===== config.mk =====
export PLATFORM = sky130hd
export DESIGN_NAME = kademlia_bucket_table_flat
export DESIGN_NICKNAME = d
export VERILOG_FILES = /design/src/hw/rtl/kbt_pkg.sv /design/src/hw/rtl/kbt_req_if.sv /design/src/hw/rtl/kbt_rsp_if.sv /design/src/hw/rtl/kbt_ram.sv /design/src/hw/rtl/kbt_cmp_unit.sv /design/src/hw/rtl/kbt_seq.sv /design/src/hw/rtl/kademlia_bucket_table.sv /design/src/flat_wrapper.sv
export SDC_FILE = /design/constraint.sdc
export NUM_CORES = 2
export LEC_CHECK = 0
export ABC_AREA = 1
export ABC_CLOCK_PERIOD_IN_PS = 18950
export BUFFER_PORTS_ARGS = -buffer_cell sky130_fd_sc_hd__clkbuf_2
export CAP_MARGIN = 20
export CORE_ASPECT_RATIO = 0.6
export CORE_UTILIZATION = 25
export CTS_BUF_LIST = sky130_fd_sc_hd__clkbuf_2 sky130_fd_sc_hd__clkbuf_4 sky130_fd_sc_hd__clkbuf_8
export DETAILED_ROUTE_END_ITERATION = 16
export GPL_TIMING_DRIVEN = 1
export PLACE_DENSITY_LB_ADDON = 0.15
export SLEW_MARGIN = 15
export SYNTH_ARGS = -nofsm -noshare
export SYNTH_HDL_FRONTEND = slang
export SYNTH_SLANG_ARGS = --single-unit

===== constraint.sdc =====
create_clock -name clock -period 18.95 [get_ports clock]
set_input_delay 1.895 -clock clock [delete_from_list [all_inputs] [get_ports clock]]
set_output_delay 1.895 -clock clock [all_outputs]
set_load 0.02 [all_outputs]

===== src/hw/rtl/kbt_pkg.sv =====
// kbt_pkg: shared types and codes of the bucket table
// command and status codes, sequencer states and the structs passed between modules
// no dependencies
package kbt_pkg;

   localparam int ID_W     = 64;
   localparam int ADDR_W   = 48;
   localparam int TIME_W   = 32;
   localparam int STATUS_W = 3;
   localparam int COUNT_W  = 4;
   localparam int CSR_INDEX_W = 1;
   localparam int CSR_DATA_W  = 64;

   localparam logic [1:0] CMD_ADD    = 2'd0;
   localparam logic [1:0] CMD_REMOVE = 2'd1;
   localparam logic [1:0] CMD_LOOKUP = 2'd2;
   localparam logic [1:0] CMD_OLDEST = 2'd3;

   localparam logic [STATUS_W-1:0] STAT_OK       = 3'd0;
   localparam logic [STATUS_W-1:0] STAT_EXISTED  = 3'd1;
   localparam logic [STATUS_W-1:0] STAT_FULL     = 3'd2;
   localparam logic [STATUS_W-1:0] STAT_RANGE    = 3'd3;
   localparam logic [STATUS_W-1:0] STAT_NOTFOUND = 3'd4;

   localparam logic [CSR_INDEX_W-1:0] CSR_RANGE_LOW  = 1'd0;
   localparam logic [CSR_INDEX_W-1:0] CSR_RANGE_HIGH = 1'd1;

   typedef enum logic [2:0] {
      S_IDLE,
      S_CHK_LOW,
      S_CHK_HIGH,
      S_SCAN,
      S_COMMIT
   } state_type;

   typedef struct packed {
      logic [1:0]        cmd;
      logic [ID_W-1:0]   node_id;
      logic [ADDR_W-1:0] node_address;
      logic [TIME_W-1:0] now_time;
   } req_type;

   typedef struct packed {
      logic [STATUS_W-1:0] status;
      logic [ID_W-1:0]     found_id;
      logic [ADDR_W-1:0]   found_address;
      logic [TIME_W-1:0]   found_time;
      logic [COUNT_W-1:0]  entry_count;
   } rsp_type;

   typedef struct packed {
      logic [ID_W-1:0] range_low;
      logic [ID_W-1:0] range_high;
   } cfg_type;

   typedef struct packed {
      logic id_eq;
      logic key_lt;
   } cmp_out_type;

endpackage


===== src/hw/rtl/kbt_req_if.sv =====
// kbt_req_if: request channel of the bucket table
// valid/ready handshake with command, node id, address and timestamp
// no dependencies
interface kbt_req_if;
   logic        valid;
   logic        ready;
   logic [1:0]  cmd;
   logic [63:0] node_id;
   logic [47:0] node_address;
   logic [31:0] now_time;

   modport source (output valid, output cmd, output node_id, output node_address,
                   output now_time, input ready);
   modport sink   (input valid, input cmd, input node_id, input node_address,
                   input now_time, output ready);
endinterface


===== src/hw/rtl/kbt_rsp_if.sv =====
// kbt_rsp_if: response channel of the bucket table
// valid/ready handshake with status, returned contact and entry count
// no dependencies
interface kbt_rsp_if;
   logic        valid;
   logic        ready;
   logic [2:0]  status;
   logic [63:0] found_id;
   logic [47:0] found_address;
   logic [31:0] found_time;
   logic [3:0]  entry_count;

   modport source (output valid, output status, output found_id, output found_address,
                   output found_time, output entry_count, input ready);
   modport sink   (input valid, input status, input found_id, input found_address,
                   input found_time, input entry_count, output ready);
endinterface


===== src/hw/rtl/kbt_ram.sv =====
// kbt_ram: generic single write port, single read port ram
// registered read data, no reset on contents
// no dependencies
module kbt_ram #(
   parameter int WIDTH = 8,
   parameter int DEPTH = 8
) (
   input  logic                                         clock,
   input  logic                                         wr_en,
   input  logic [((DEPTH > 1) ? $clog2(DEPTH) : 1)-1:0] wr_addr,
   input  logic [WIDTH-1:0]                             wr_data,
   input  logic [((DEPTH > 1) ? $clog2(DEPTH) : 1)-1:0] rd_addr,
   output logic [WIDTH-1:0]                             rd_data
);
   logic [WIDTH-1:0] mem_ff [DEPTH];
   logic [WIDTH-1:0] rd_data_ff;

   always_ff @(posedge clock) begin
      if (wr_en) begin
         mem_ff[wr_addr] <= wr_data;
      end
      rd_data_ff <= mem_ff[rd_addr];
   end

   assign rd_data = rd_data_ff;
endmodule


===== src/hw/rtl/kbt_cmp_unit.sv =====
// kbt_cmp_unit: shared compare unit of the bucket table sequencer
// id equality and {time, id} less-than, used for range, lookup and oldest search
// depends on kbt_pkg
module kbt_cmp_unit import kbt_pkg::*; #(
   parameter int TW = 32
) (
   input  logic [TW-1:0]   a_time,
   input  logic [ID_W-1:0] a_id,
   input  logic [TW-1:0]   b_time,
   input  logic [ID_W-1:0] b_id,
   output cmp_out_type     result
);
   assign result.id_eq  = (a_id == b_id);
   assign result.key_lt = ({a_time, a_id} < {b_time, b_id});
endmodule


===== src/hw/rtl/kbt_seq.sv =====
// kbt_seq: sequencer of the bucket table
// holds valid bits and count, scans the contact ram through the shared compare unit
// depends on kbt_pkg, kbt_ram, kbt_cmp_unit
module kbt_seq import kbt_pkg::*; #(
   parameter int BUCKET_SIZE = 8,
   parameter int TIME_BITS   = 32
) (
   input  logic    clock,
   input  logic    reset,
   input  logic    req_valid,
   output logic    req_ready,
   input  req_type req,
   input  cfg_type cfg,
   output logic    res_valid,
   input  logic    res_ready,
   output rsp_type res
);
   localparam int STW    = (TIME_BITS < TIME_W) ? TIME_BITS : TIME_W;
   localparam int IDX_W  = (BUCKET_SIZE > 1) ? $clog2(BUCKET_SIZE) : 1;
   localparam int CNT_W  = $clog2(BUCKET_SIZE + 1);
   localparam int WORD_W = ID_W + ADDR_W + STW;

   state_type state_ff, state_in;

   logic [BUCKET_SIZE-1:0] valid_ff, valid_in;
   logic [CNT_W-1:0]       count_ff, count_in;
   logic [CNT_W-1:0]       issue_cnt_ff, issue_cnt_in;
   logic                   pending_ff, pending_in;
   logic [IDX_W-1:0]       eval_idx_ff, eval_idx_in;
   logic                   hit_ff, hit_in;
   logic [IDX_W-1:0]       hit_slot_ff, hit_slot_in;
   logic [ID_W-1:0]        hit_id_ff, hit_id_in;
   logic [ADDR_W-1:0]      hit_addr_ff, hit_addr_in;
   logic [STW-1:0]         hit_time_ff, hit_time_in;
   logic                   free_ff, free_in;
   logic [IDX_W-1:0]       free_slot_ff, free_slot_in;
   logic                   range_bad_ff, range_bad_in;
   req_type                req_ff, req_in;

   logic [IDX_W-1:0]  issue_idx;
   logic              accept;
   logic              commit_fire;
   logic              full;
   logic              set_valid, clr_valid;
   logic [IDX_W-1:0]  commit_slot;
   logic [CNT_W-1:0]  count_after;
   logic [CNT_W+3:0]  count_wide;
   logic [STW+31:0]   time_wide;

   logic              ram_we;
   logic [IDX_W-1:0]  ram_waddr;
   logic [WORD_W-1:0] ram_wdata;
   logic [WORD_W-1:0] ram_rdata;
   logic [ID_W-1:0]   rd_id;
   logic [ADDR_W-1:0] rd_addr;
   logic [STW-1:0]    rd_time;

   logic [STW-1:0]    cu_a_time, cu_b_time;
   logic [ID_W-1:0]   cu_a_id, cu_b_id;
   cmp_out_type       cu_out;

   assign issue_idx = issue_cnt_ff[IDX_W-1:0];
   assign accept    = req_valid && req_ready;
   assign full      = (count_ff >= CNT_W'(BUCKET_SIZE));
   assign rd_id     = ram_rdata[WORD_W-1 -: ID_W];
   assign rd_addr   = ram_rdata[STW+ADDR_W-1 -: ADDR_W];
   assign rd_time   = ram_rdata[STW-1:0];

   kbt_ram #(
      .WIDTH (WORD_W),
      .DEPTH (BUCKET_SIZE)
   ) u_ram (
      .clock   (clock),
      .wr_en   (ram_we),
      .wr_addr (ram_waddr),
      .wr_data (ram_wdata),
      .rd_addr (issue_idx),
      .rd_data (ram_rdata)
   );

   kbt_cmp_unit #(
      .TW (STW)
   ) u_cmp (
      .a_time (cu_a_time),
      .a_id   (cu_a_id),
      .b_time (cu_b_time),
      .b_id   (cu_b_id),
      .result (cu_out)
   );

   // next state
   always_comb begin
      state_in = state_ff;
      case (state_ff)
         S_IDLE: begin
            if (accept) begin
               state_in = (req.cmd == CMD_ADD) ? S_CHK_LOW : S_SCAN;
            end
         end
         S_CHK_LOW: begin
            state_in = S_CHK_HIGH;
         end
         S_CHK_HIGH: begin
            if (range_bad_ff || cu_out.key_lt || full) begin
               state_in = S_COMMIT;
            end else begin
               state_in = S_SCAN;
            end
         end
         S_SCAN: begin
            if (issue_cnt_ff == CNT_W'(BUCKET_SIZE)) begin
               state_in = S_COMMIT;
            end
         end
         S_COMMIT: begin
            if (res_ready) begin
               state_in = S_IDLE;
            end
         end
         default: begin
            state_in = S_IDLE;
         end
      endcase
   end

   // outputs: handshake, compare unit operands, commit decision and ram write
   always_comb begin
      req_ready   = (state_ff == S_IDLE);
      res_valid   = (state_ff == S_COMMIT);
      commit_fire = res_valid && res_ready;

      cu_a_time = '0;
      cu_a_id   = req_ff.node_id;
      cu_b_time = '0;
      cu_b_id   = cfg.range_low;
      case (state_ff)
         S_CHK_HIGH: begin
            cu_a_id = cfg.range_high;
            cu_b_id = req_ff.node_id;
         end
         S_SCAN: begin
            cu_a_time = rd_time;
            cu_a_id   = rd_id;
            if (req_ff.cmd == CMD_OLDEST) begin
               cu_b_time = hit_time_ff;
               cu_b_id   = hit_id_ff;
            end else begin
               cu_b_id = req_ff.node_id;
            end
         end
         default: begin
         end
      endcase

      set_valid   = 1'b0;
      clr_valid   = 1'b0;
      commit_slot = hit_slot_ff;
      count_after = count_ff;
      res = '0;
      res.status = STAT_NOTFOUND;
      time_wide = {32'b0, hit_time_ff};
      case (req_ff.cmd)
         CMD_ADD: begin
            if (range_bad_ff) begin
               res.status = STAT_RANGE;
            end else if (full) begin
               res.status = STAT_FULL;
            end else if (hit_ff) begin
               res.status = STAT_EXISTED;
            end else if (free_ff) begin
               res.status  = STAT_OK;
               set_valid   = 1'b1;
               commit_slot = free_slot_ff;
               count_after = count_ff + CNT_W'(1);
            end else begin
               res.status = STAT_FULL;
            end
         end
         CMD_REMOVE: begin
            if (hit_ff) begin
               res.status  = STAT_OK;
               clr_valid   = 1'b1;
               count_after = count_ff - CNT_W'(1);
            end
         end
         default: begin
            if (hit_ff) begin
               res.status        = STAT_OK;
               res.found_id      = hit_id_ff;
               res.found_address = hit_addr_ff;
               res.found_time    = time_wide[31:0];
            end
         end
      endcase
      count_wide      = {4'b0000, count_after};
      res.entry_count = count_wide[3:0];

      ram_we    = commit_fire && (req_ff.cmd == CMD_ADD) &&
                  (res.status == STAT_OK || res.status == STAT_EXISTED);
      ram_waddr = commit_slot;
      ram_wdata = {req_ff.node_id, req_ff.node_address, req_ff.now_time[STW-1:0]};
   end

   // datapath next values
   always_comb begin
      valid_in     = valid_ff;
      count_in     = count_ff;
      issue_cnt_in = issue_cnt_ff;
      pending_in   = 1'b0;
      eval_idx_in  = eval_idx_ff;
      hit_in       = hit_ff;
      hit_slot_in  = hit_slot_ff;
      hit_id_in    = hit_id_ff;
      hit_addr_in  = hit_addr_ff;
      hit_time_in  = hit_time_ff;
      free_in      = free_ff;
      free_slot_in = free_slot_ff;
      range_bad_in = range_bad_ff;
      req_in       = req_ff;

      if (accept) begin
         req_in       = req;
         issue_cnt_in = '0;
         hit_in       = 1'b0;
         free_in      = 1'b0;
         range_bad_in = 1'b0;
      end

      if (state_ff == S_CHK_LOW || state_ff == S_CHK_HIGH) begin
         range_bad_in = range_bad_ff || cu_out.key_lt;
      end

      if (state_ff == S_SCAN) begin
         // issue one read per cycle, note the lowest free slot on the way
         if (issue_cnt_ff < CNT_W'(BUCKET_SIZE)) begin
            issue_cnt_in = issue_cnt_ff + CNT_W'(1);
            pending_in   = 1'b1;
            eval_idx_in  = issue_idx;
            if (!valid_ff[issue_idx] && !free_ff) begin
               free_in      = 1'b1;
               free_slot_in = issue_idx;
            end
         end
         // evaluate the entry read in the previous cycle
         if (pending_ff && valid_ff[eval_idx_ff]) begin
            if ((req_ff.cmd == CMD_OLDEST) ? (!hit_ff || cu_out.key_lt)
                                           : (!hit_ff && cu_out.id_eq)) begin
               hit_in      = 1'b1;
               hit_slot_in = eval_idx_ff;
               hit_id_in   = rd_id;
               hit_addr_in = rd_addr;
               hit_time_in = rd_time;
            end
         end
      end

      if (commit_fire) begin
         count_in = count_after;
         if (set_valid) begin
            valid_in[commit_slot] = 1'b1;
         end
         if (clr_valid) begin
            valid_in[commit_slot] = 1'b0;
         end
      end
   end

   always_ff @(posedge clock) begin
      if (reset) begin
         state_ff     <= S_IDLE;
         valid_ff     <= '0;
         count_ff     <= '0;
         issue_cnt_ff <= '0;
         pending_ff   <= 1'b0;
         hit_ff       <= 1'b0;
         free_ff      <= 1'b0;
         range_bad_ff <= 1'b0;
      end else begin
         state_ff     <= state_in;
         valid_ff     <= valid_in;
         count_ff     <= count_in;
         issue_cnt_ff <= issue_cnt_in;
         pending_ff   <= pending_in;
         hit_ff       <= hit_in;
         free_ff      <= free_in;
         range_bad_ff <= range_bad_in;
      end
   end

   always_ff @(posedge clock) begin
      eval_idx_ff  <= eval_idx_in;
      hit_slot_ff  <= hit_slot_in;
      hit_id_ff    <= hit_id_in;
      hit_addr_ff  <= hit_addr_in;
      hit_time_ff  <= hit_time_in;
      free_slot_ff <= free_slot_in;
      req_ff       <= req_in;
   end

   // held count always tracks the valid bits
   a_count_matches: assert property (@(posedge clock) disable iff (reset)
      count_ff == CNT_W'($countones(valid_ff)))
      else $error("held count differs from number of valid slots");

   // a contact found by the scan sits in a valid slot when the result goes out
   a_hit_valid: assert property (@(posedge clock) disable iff (reset)
      (state_ff == S_COMMIT && hit_ff) |-> valid_ff[hit_slot_ff])
      else $error("hit slot is not valid at commit");

   // a free slot found by the scan is really free
   a_free_slot: assert property (@(posedge clock) disable iff (reset)
      (state_ff == S_COMMIT && free_ff) |-> !valid_ff[free_slot_ff])
      else $error("free slot is occupied at commit");

   // a new contact is only added below capacity
   a_no_overfill: assert property (@(posedge clock) disable iff (reset)
      (commit_fire && set_valid) |-> !full)
      else $error("insert into a full bucket");
endmodule


===== src/hw/rtl/kademlia_bucket_table.sv =====
// kademlia_bucket_table: one k-bucket of a kademlia routing table, top level
// holds the range registers and the response register around the sequencer
// depends on kbt_pkg, kbt_req_if, kbt_rsp_if, kbt_seq
//
// The bucket holds up to BUCKET_SIZE contacts (id, address, last-seen time) for
// the id range [range_low, range_high]. Commands: add or refresh, remove, lookup
// and oldest (least last-seen time, ties to the smallest id). One item is worked
// at a time; req ready is high only while the sequencer is idle. An add runs two
// range compare steps, a scan of all BUCKET_SIZE slots and a commit step; an
// add that is out of range or meets a full bucket goes from the range steps
// straight to the commit. Remove, lookup and oldest skip the range steps. The
// scan reads the contact ram one slot per cycle through its single read port
// and feeds a single shared compare unit. A finished result sits in the
// response register, so the next item is taken while it waits; the commit of
// an item waits only while that register is still full. Only the low TIME_BITS
// bits (at most 32) of now_time are stored. Range registers are to be written
// through csr_we / csr_index / csr_wdata while idle; the block itself does not
// enforce this.
module kademlia_bucket_table import kbt_pkg::*; #(
   parameter int BUCKET_SIZE = 8,
   parameter int TIME_BITS   = 32
) (
   input  logic                   clock,
   input  logic                   reset,
   kbt_req_if.sink                req_ch,
   kbt_rsp_if.source              rsp_ch,
   input  logic                   csr_we,
   input  logic [CSR_INDEX_W-1:0] csr_index,
   input  logic [CSR_DATA_W-1:0]  csr_wdata
);
   // range registers
   logic [ID_W-1:0] range_low_ff, range_low_in;
   logic [ID_W-1:0] range_high_ff, range_high_in;
   cfg_type         cfg;

   // response register
   logic    rsp_valid_ff, rsp_valid_in;
   rsp_type rsp_data_ff, rsp_data_in;

   // sequencer hookup
   req_type req_item;
   logic    seq_req_ready;
   logic    seq_res_valid;
   logic    seq_res_ready;
   rsp_type seq_res;

   assign req_item.cmd          = req_ch.cmd;
   assign req_item.node_id      = req_ch.node_id;
   assign req_item.node_address = req_ch.node_address;
   assign req_item.now_time     = req_ch.now_time;
   assign req_ch.ready          = seq_req_ready;

   assign cfg.range_low  = range_low_ff;
   assign cfg.range_high = range_high_ff;

   // result slot is free when empty or being drained this cycle
   assign seq_res_ready = !rsp_valid_ff || rsp_ch.ready;

   kbt_seq #(
      .BUCKET_SIZE (BUCKET_SIZE),
      .TIME_BITS   (TIME_BITS)
   ) u_seq (
      .clock     (clock),
      .reset     (reset),
      .req_valid (req_ch.valid),
      .req_ready (seq_req_ready),
      .req       (req_item),
      .cfg       (cfg),
      .res_valid (seq_res_valid),
      .res_ready (seq_res_ready),
      .res       (seq_res)
   );

   // register writes, an index beyond the list is dropped
   always_comb begin
      range_low_in  = range_low_ff;
      range_high_in = range_high_ff;
      if (csr_we) begin
         case (csr_index)
            CSR_RANGE_LOW: begin
               range_low_in = csr_wdata;
            end
            CSR_RANGE_HIGH: begin
               range_high_in = csr_wdata;
            end
            default: begin
            end
         endcase
      end
   end

   // response register load and drain
   always_comb begin
      rsp_valid_in = rsp_valid_ff;
      rsp_data_in  = rsp_data_ff;
      if (seq_res_valid && seq_res_ready) begin
         rsp_valid_in = 1'b1;
         rsp_data_in  = seq_res;
      end else if (rsp_ch.ready) begin
         rsp_valid_in = 1'b0;
      end
   end

   always_ff @(posedge clock) begin
      if (reset) begin
         range_low_ff  <= '0;
         range_high_ff <= '1;
         rsp_valid_ff  <= 1'b0;
      end else begin
         range_low_ff  <= range_low_in;
         range_high_ff <= range_high_in;
         rsp_valid_ff  <= rsp_valid_in;
      end
   end

   always_ff @(posedge clock) begin
      rsp_data_ff <= rsp_data_in;
   end

   assign rsp_ch.valid         = rsp_valid_ff;
   assign rsp_ch.status        = rsp_data_ff.status;
   assign rsp_ch.found_id      = rsp_data_ff.found_id;
   assign rsp_ch.found_address = rsp_data_ff.found_address;
   assign rsp_ch.found_time    = rsp_data_ff.found_time;
   assign rsp_ch.entry_count   = rsp_data_ff.entry_count;
endmodule

===== src/flat_wrapper.sv =====
// flat-port wrapper written by rule: the top's interface ports become plain ports
module kademlia_bucket_table_flat import kbt_pkg::*;
#(
   parameter int BUCKET_SIZE = 8,
   parameter int TIME_BITS   = 32
)
  (clock, reset, csr_we, csr_index, csr_wdata, req_ch_valid, req_ch_cmd, req_ch_node_id, req_ch_node_address, req_ch_now_time, req_ch_ready, rsp_ch_valid, rsp_ch_status, rsp_ch_found_id, rsp_ch_found_address, rsp_ch_found_time, rsp_ch_entry_count, rsp_ch_ready);
  kbt_req_if req_ch_i ();
  kbt_rsp_if rsp_ch_i ();
  input  logic clock;
  input  logic reset;
  input  logic csr_we;
  input  logic [CSR_INDEX_W-1:0] csr_index;
  input  logic [CSR_DATA_W-1:0] csr_wdata;
  input wire logic [$bits(req_ch_i.valid)-1:0] req_ch_valid;
  input wire logic [$bits(req_ch_i.cmd)-1:0] req_ch_cmd;
  input wire logic [$bits(req_ch_i.node_id)-1:0] req_ch_node_id;
  input wire logic [$bits(req_ch_i.node_address)-1:0] req_ch_node_address;
  input wire logic [$bits(req_ch_i.now_time)-1:0] req_ch_now_time;
  output wire logic [$bits(req_ch_i.ready)-1:0] req_ch_ready;
  output wire logic [$bits(rsp_ch_i.valid)-1:0] rsp_ch_valid;
  output wire logic [$bits(rsp_ch_i.status)-1:0] rsp_ch_status;
  output wire logic [$bits(rsp_ch_i.found_id)-1:0] rsp_ch_found_id;
  output wire logic [$bits(rsp_ch_i.found_address)-1:0] rsp_ch_found_address;
  output wire logic [$bits(rsp_ch_i.found_time)-1:0] rsp_ch_found_time;
  output wire logic [$bits(rsp_ch_i.entry_count)-1:0] rsp_ch_entry_count;
  input wire logic [$bits(rsp_ch_i.ready)-1:0] rsp_ch_ready;
  assign req_ch_i.valid = req_ch_valid;
  assign req_ch_i.cmd = req_ch_cmd;
  assign req_ch_i.node_id = req_ch_node_id;
  assign req_ch_i.node_address = req_ch_node_address;
  assign req_ch_i.now_time = req_ch_now_time;
  assign req_ch_ready = req_ch_i.ready;
  assign rsp_ch_valid = rsp_ch_i.valid;
  assign rsp_ch_status = rsp_ch_i.status;
  assign rsp_ch_found_id = rsp_ch_i.found_id;
  assign rsp_ch_found_address = rsp_ch_i.found_address;
  assign rsp_ch_found_time = rsp_ch_i.found_time;
  assign rsp_ch_entry_count = rsp_ch_i.entry_count;
  assign rsp_ch_i.ready = rsp_ch_ready;
  kademlia_bucket_table #(.BUCKET_SIZE(BUCKET_SIZE), .TIME_BITS(TIME_BITS)) u_core (.clock(clock), .reset(reset), .req_ch(req_ch_i), .rsp_ch(rsp_ch_i), .csr_we(csr_we), .csr_index(csr_index), .csr_wdata(csr_wdata));
endmodule

==> metrics.txt <==
status=completed; Mapped Area=just over 0.07 mm^2; Clock Tree Buf Depth=4; setup TNS=0 ps; Synth Register Bits=~1900; slew of the pin with the lowest slew margin=between 1000 and 1500 ps; core area=0.2872 mm^2; period utilisation layout=between 40 and 50%; clock-pin slew on the worst setup and hold paths=approximately 60 ps; post-synth cell types=42; crit path to=u_core.u_seq.hit_addr_ff[24]$_DFFE_PP_; Mapped Cells=5828; Worst Hold Margin=approximately 370 ps; Async SR Flop Fraction=0%; P_leak=~0.030 uW; fin nets=~6600; Detail Placement HPWL=around 130000 um; Worst VDD drop=approximately 39 uV; main combinational cell family by area after synthesis=simple AND/OR/NAND/NOR gates; reg2reg path depth=19; Avg WL per Cell=21.59 um; global-route wire length before repair=around 320000 um; Setup Fix Bufs, Post-CTS=0; Synth Area in XOR/XNOR=less than 1%; clock buffer count from CTS=around 320; Power Total=about 10000 uW; syn avg cell area=around 12 um^2; CTS root buf=clkbuf_8; DIE AREA=around 0.29 mm^2; initial antenna violation count=19; final hold violation count=0; layout cells sized above 1=between 10% and 20%; top cell type's share of synthesized area=between 60% and 70%; worst flop-to-flop path startpoint=u_core.u_seq.state_ff[1]$_SDFFE_PP0P_; chip width=approximately 700 um; Sink Count=between 1500 and 2000; multiplexer share of the synthesized area=0%; Finish-stage setup viols=0; Worst slew margin=a little over a quarter; TritonRoute pass-1 iters=6; largest net degree at the start of global routing=170; total track usage=14.83%; Synth-to-Final Area Change=17.31%; Cell Rows=152; layout filler cell count=~30000; gpl congestion=around 0.78; DRC viols=0; Worst-Skew Late Latency=980 ps; WP data arrival=around 8200 ps; HP Class=reg -> reg; maxcap violations=0; CTS tree=built; fmax=roughly 0.13 GHz; cts repair resizes=0; I/O Pins=around 370; CP required=roughly 20000 ps; crit-path cells=inv_1 > nor2_2 > buf_8 > inv_4 > nor2_4 > buf_4 > inv_2 > nor2_1 > nor2_1 > ha_1 > nand2_1 > nor2_1 > nor3b_1 > nand4_1 > o21ai_0 > nand3_1 > inv_8 > buf_4 > buf_4; hold-fix buffer count after cts=0; sequential-to-total area share from yosys stat=between 70% and 80%; Synth Area in Adders=1.725%; H-tree depth=5; Worst R2R End=u_core.u_seq.hit_addr_ff[24]$_DFFE_PP_; worst-path maximum fanout=65; post-route minimum period=about 7600 ps; Worst Setup End Kind=register; vias in the first global route=roughly 46000; initial core utilization=25.26%; main area contributors after synthesis=edfxtp_1 (66%), dfxtp_1 (8.2%), nor2_1 (7.2%), o21ai_0 (5.1%), nand2_1 (2.0%); CP max stage delay=750 ps; Fin Clk Skew=~70 ps; Slowest cell on crit path=buf_4; Post-synth EDFFs=roughly 1600; DR vias/cell=4.450; YS warnings=0; DRT antenna net count=0; Compound-Gate Fraction of Synth Area=10.03%; drt total wl=around 220000 um; Main synth FF type=edfxtp_1; grt total ovfl=0; Initial DRC Count=approximately 3600; vias=around 46000; Simple-Gate Fraction of Synth Area=10.40%; Critical path origin=u_core.u_seq.state_ff[1]$_SDFFE_PP0P_; DIE HEIGHT=approximately 420 um; pwr/cell area=around 120 mW/mm^2; Setup crit start kind=register; number of port buffers=around 370; min-delay src=u_core.u_seq.u_ram.rd_data[32]$_DFF_P_; critical path class=reg -> reg; FF-to-FF setup slack=roughly 11000 ps; max-slew violation count=0; syn nets=6144; area leader, netlist=edfxtp_1; unrepaired setup endpoints after global routing=false
[worst max-delay path, delay by kind of cell, from the launching register on]
kind | cells | cell delay [ps]
buffers and inverters | 8 | 3480
and+or+nand+nor | 9 | 2510
DFF | 1 | 360
AOI/OAI and AO/OA | 1 | 320
adders and majority gates | 1 | 290
[sequential cells by signal, summed over array words and instances, names as in the netlist, 2 cells and up]
signal,count
u_core.u_seq.u_ram.mem_ff,1152
u_core.u_seq.ram_wdata,144
u_core.u_seq.u_ram.rd_data,144
u_core.range_high_ff,64
u_core.range_low_ff,64
u_core.rsp_ch.found_id,64
u_core.u_seq.hit_id_ff,64
u_core.rsp_ch.found_address,48
u_core.u_seq.hit_addr_ff,48
u_core.rsp_ch.found_time,32
u_core.u_seq.hit_time_ff,32
u_core.u_seq.valid_ff,8
u_core.rsp_ch.entry_count,4
u_core.u_seq.count_ff,4
u_core.u_seq.issue_cnt_ff,4
u_core.rsp_ch.status,3
u_core.u_seq.eval_idx_ff,3
u_core.u_seq.free_slot_ff,3
u_core.u_seq.hit_slot_ff,3
u_core.u_seq.state_ff,3
u_core.u_seq.req_ff,2
[Yosys cell counts, types with 51 or more instances]
cell / number
a21oi_1: 128
a221oi_1: 51
a22oi_1: 55
a31oi_1: 144
buf_2: 70
clkbuf_1: 248
dfxtp_1: 296
edfxtp_1: 1602
ha_1: 100
inv_1: 245
nand2_1: 383
nand3_1: 118
nor2_1: 1383
o21ai_0: 734
o22ai_1: 147
[layout by cell type, fill, tap and decap left out, drive strengths merged, types with 2 or more instances in the layout]
master | Yosys | final
nor2 | 1389 | 1389
xor2 | 2 | 2
clkbuf | 248 | 857
nand3 | 119 | 119
nand2 | 389 | 389
bufinv | 0 | 5
clkinvlp | 0 | 11
buf | 98 | 80
a221oi | 51 | 51
a21oi | 128 | 128
inv | 258 | 265
o21ai | 741 | 741
o22ai | 147 | 147
clkinv | 1 | 66
diode | 0 | 2
ha | 100 | 100
a31oi | 144 | 144
nand4 | 12 | 12
dfxtp | 296 | 296
o221ai | 13 | 13
nor3 | 14 | 14
a22oi | 55 | 55
o21a | 4 | 4
a21o | 2 | 2
o21bai | 4 | 4
edfxtp | 1602 | 1602
a22o | 2 | 2
o211ai | 3 | 3
[where the power goes]
part / leakage [uW] / switching [uW] / internal, uW
registers: 0.0170 / 323 / 4920
logic: 0.00997 / 947 / 417
clock network: 0.00347 / 1720 / 2070
[worst min-delay path by stage]
stage                                             end  depth (start not counted)
3_5_place_dp   u_core.u_seq.hit_addr_ff[47]$_DFFE_PP_                          0
3_3_place_gp   u_core.u_seq.hit_addr_ff[28]$_DFFE_PP_                          0
6_report        u_core.u_seq.hit_addr_ff[0]$_DFFE_PP_                          0
4_1_cts         u_core.u_seq.hit_addr_ff[0]$_DFFE_PP_                          0
5_1_grt         u_core.u_seq.hit_addr_ff[0]$_DFFE_PP_                          0
2_1_floorplan   u_core.u_seq.hit_addr_ff[0]$_DFFE_PP_                          0
[per-stage QoR]
step	setup WS (ps)	util, %	cell area [um^2]	std cells
2_1_floorplan	4802	-	72540	5828
3_3_place_gp	10950	27.36	78560	9778
3_5_place_dp	10920	27.36	78560	9778
4_1_cts	10880	29.62	85070	10360
5_1_grt	10870	29.63	85100	10360
6_report	11320	29.63	85100	10360
[layer usage]
layer	GRT usage (%)	up-vias	wire [um]
met5	0	-	31
met4	4.092	6	5379
met3	2.723	356	10980
met2	22.28	1148	96210
met1	21.77	22890	111100
li1	-	21690	-
[final cells by class]
class | count | area [um^2] | share of cell area (%)
Antenna cell | 2 | 5.005 | 0.005881
Clock buffer | 489 | 5929 | 6.967
Clock inverter | 88 | 583.1 | 0.6851
Inverter | 259 | 1011 | 1.188
Multi-Input combinational cell | 3325 | 16200 | 19.04
Sequential cell | 1898 | 54040 | 63.50
Tap cell | 3850 | 4817 | 5.660
Timing Repair Buffer | 448 | 2516 | 2.957
[kinds of logic after synthesis]
| kind of cell | count (synthesis) |
|---|---|
| AOI/OAI and AO/OA | 1296 |
| buffers and inverters | 605 |
| xor gates and xnor gates | 2 |
| DFF | 1898 |
| adders and majority gates | 100 |
| and+or+nand+nor | 1927 |
Note: power is estimated with default switching activity, not from simulation.
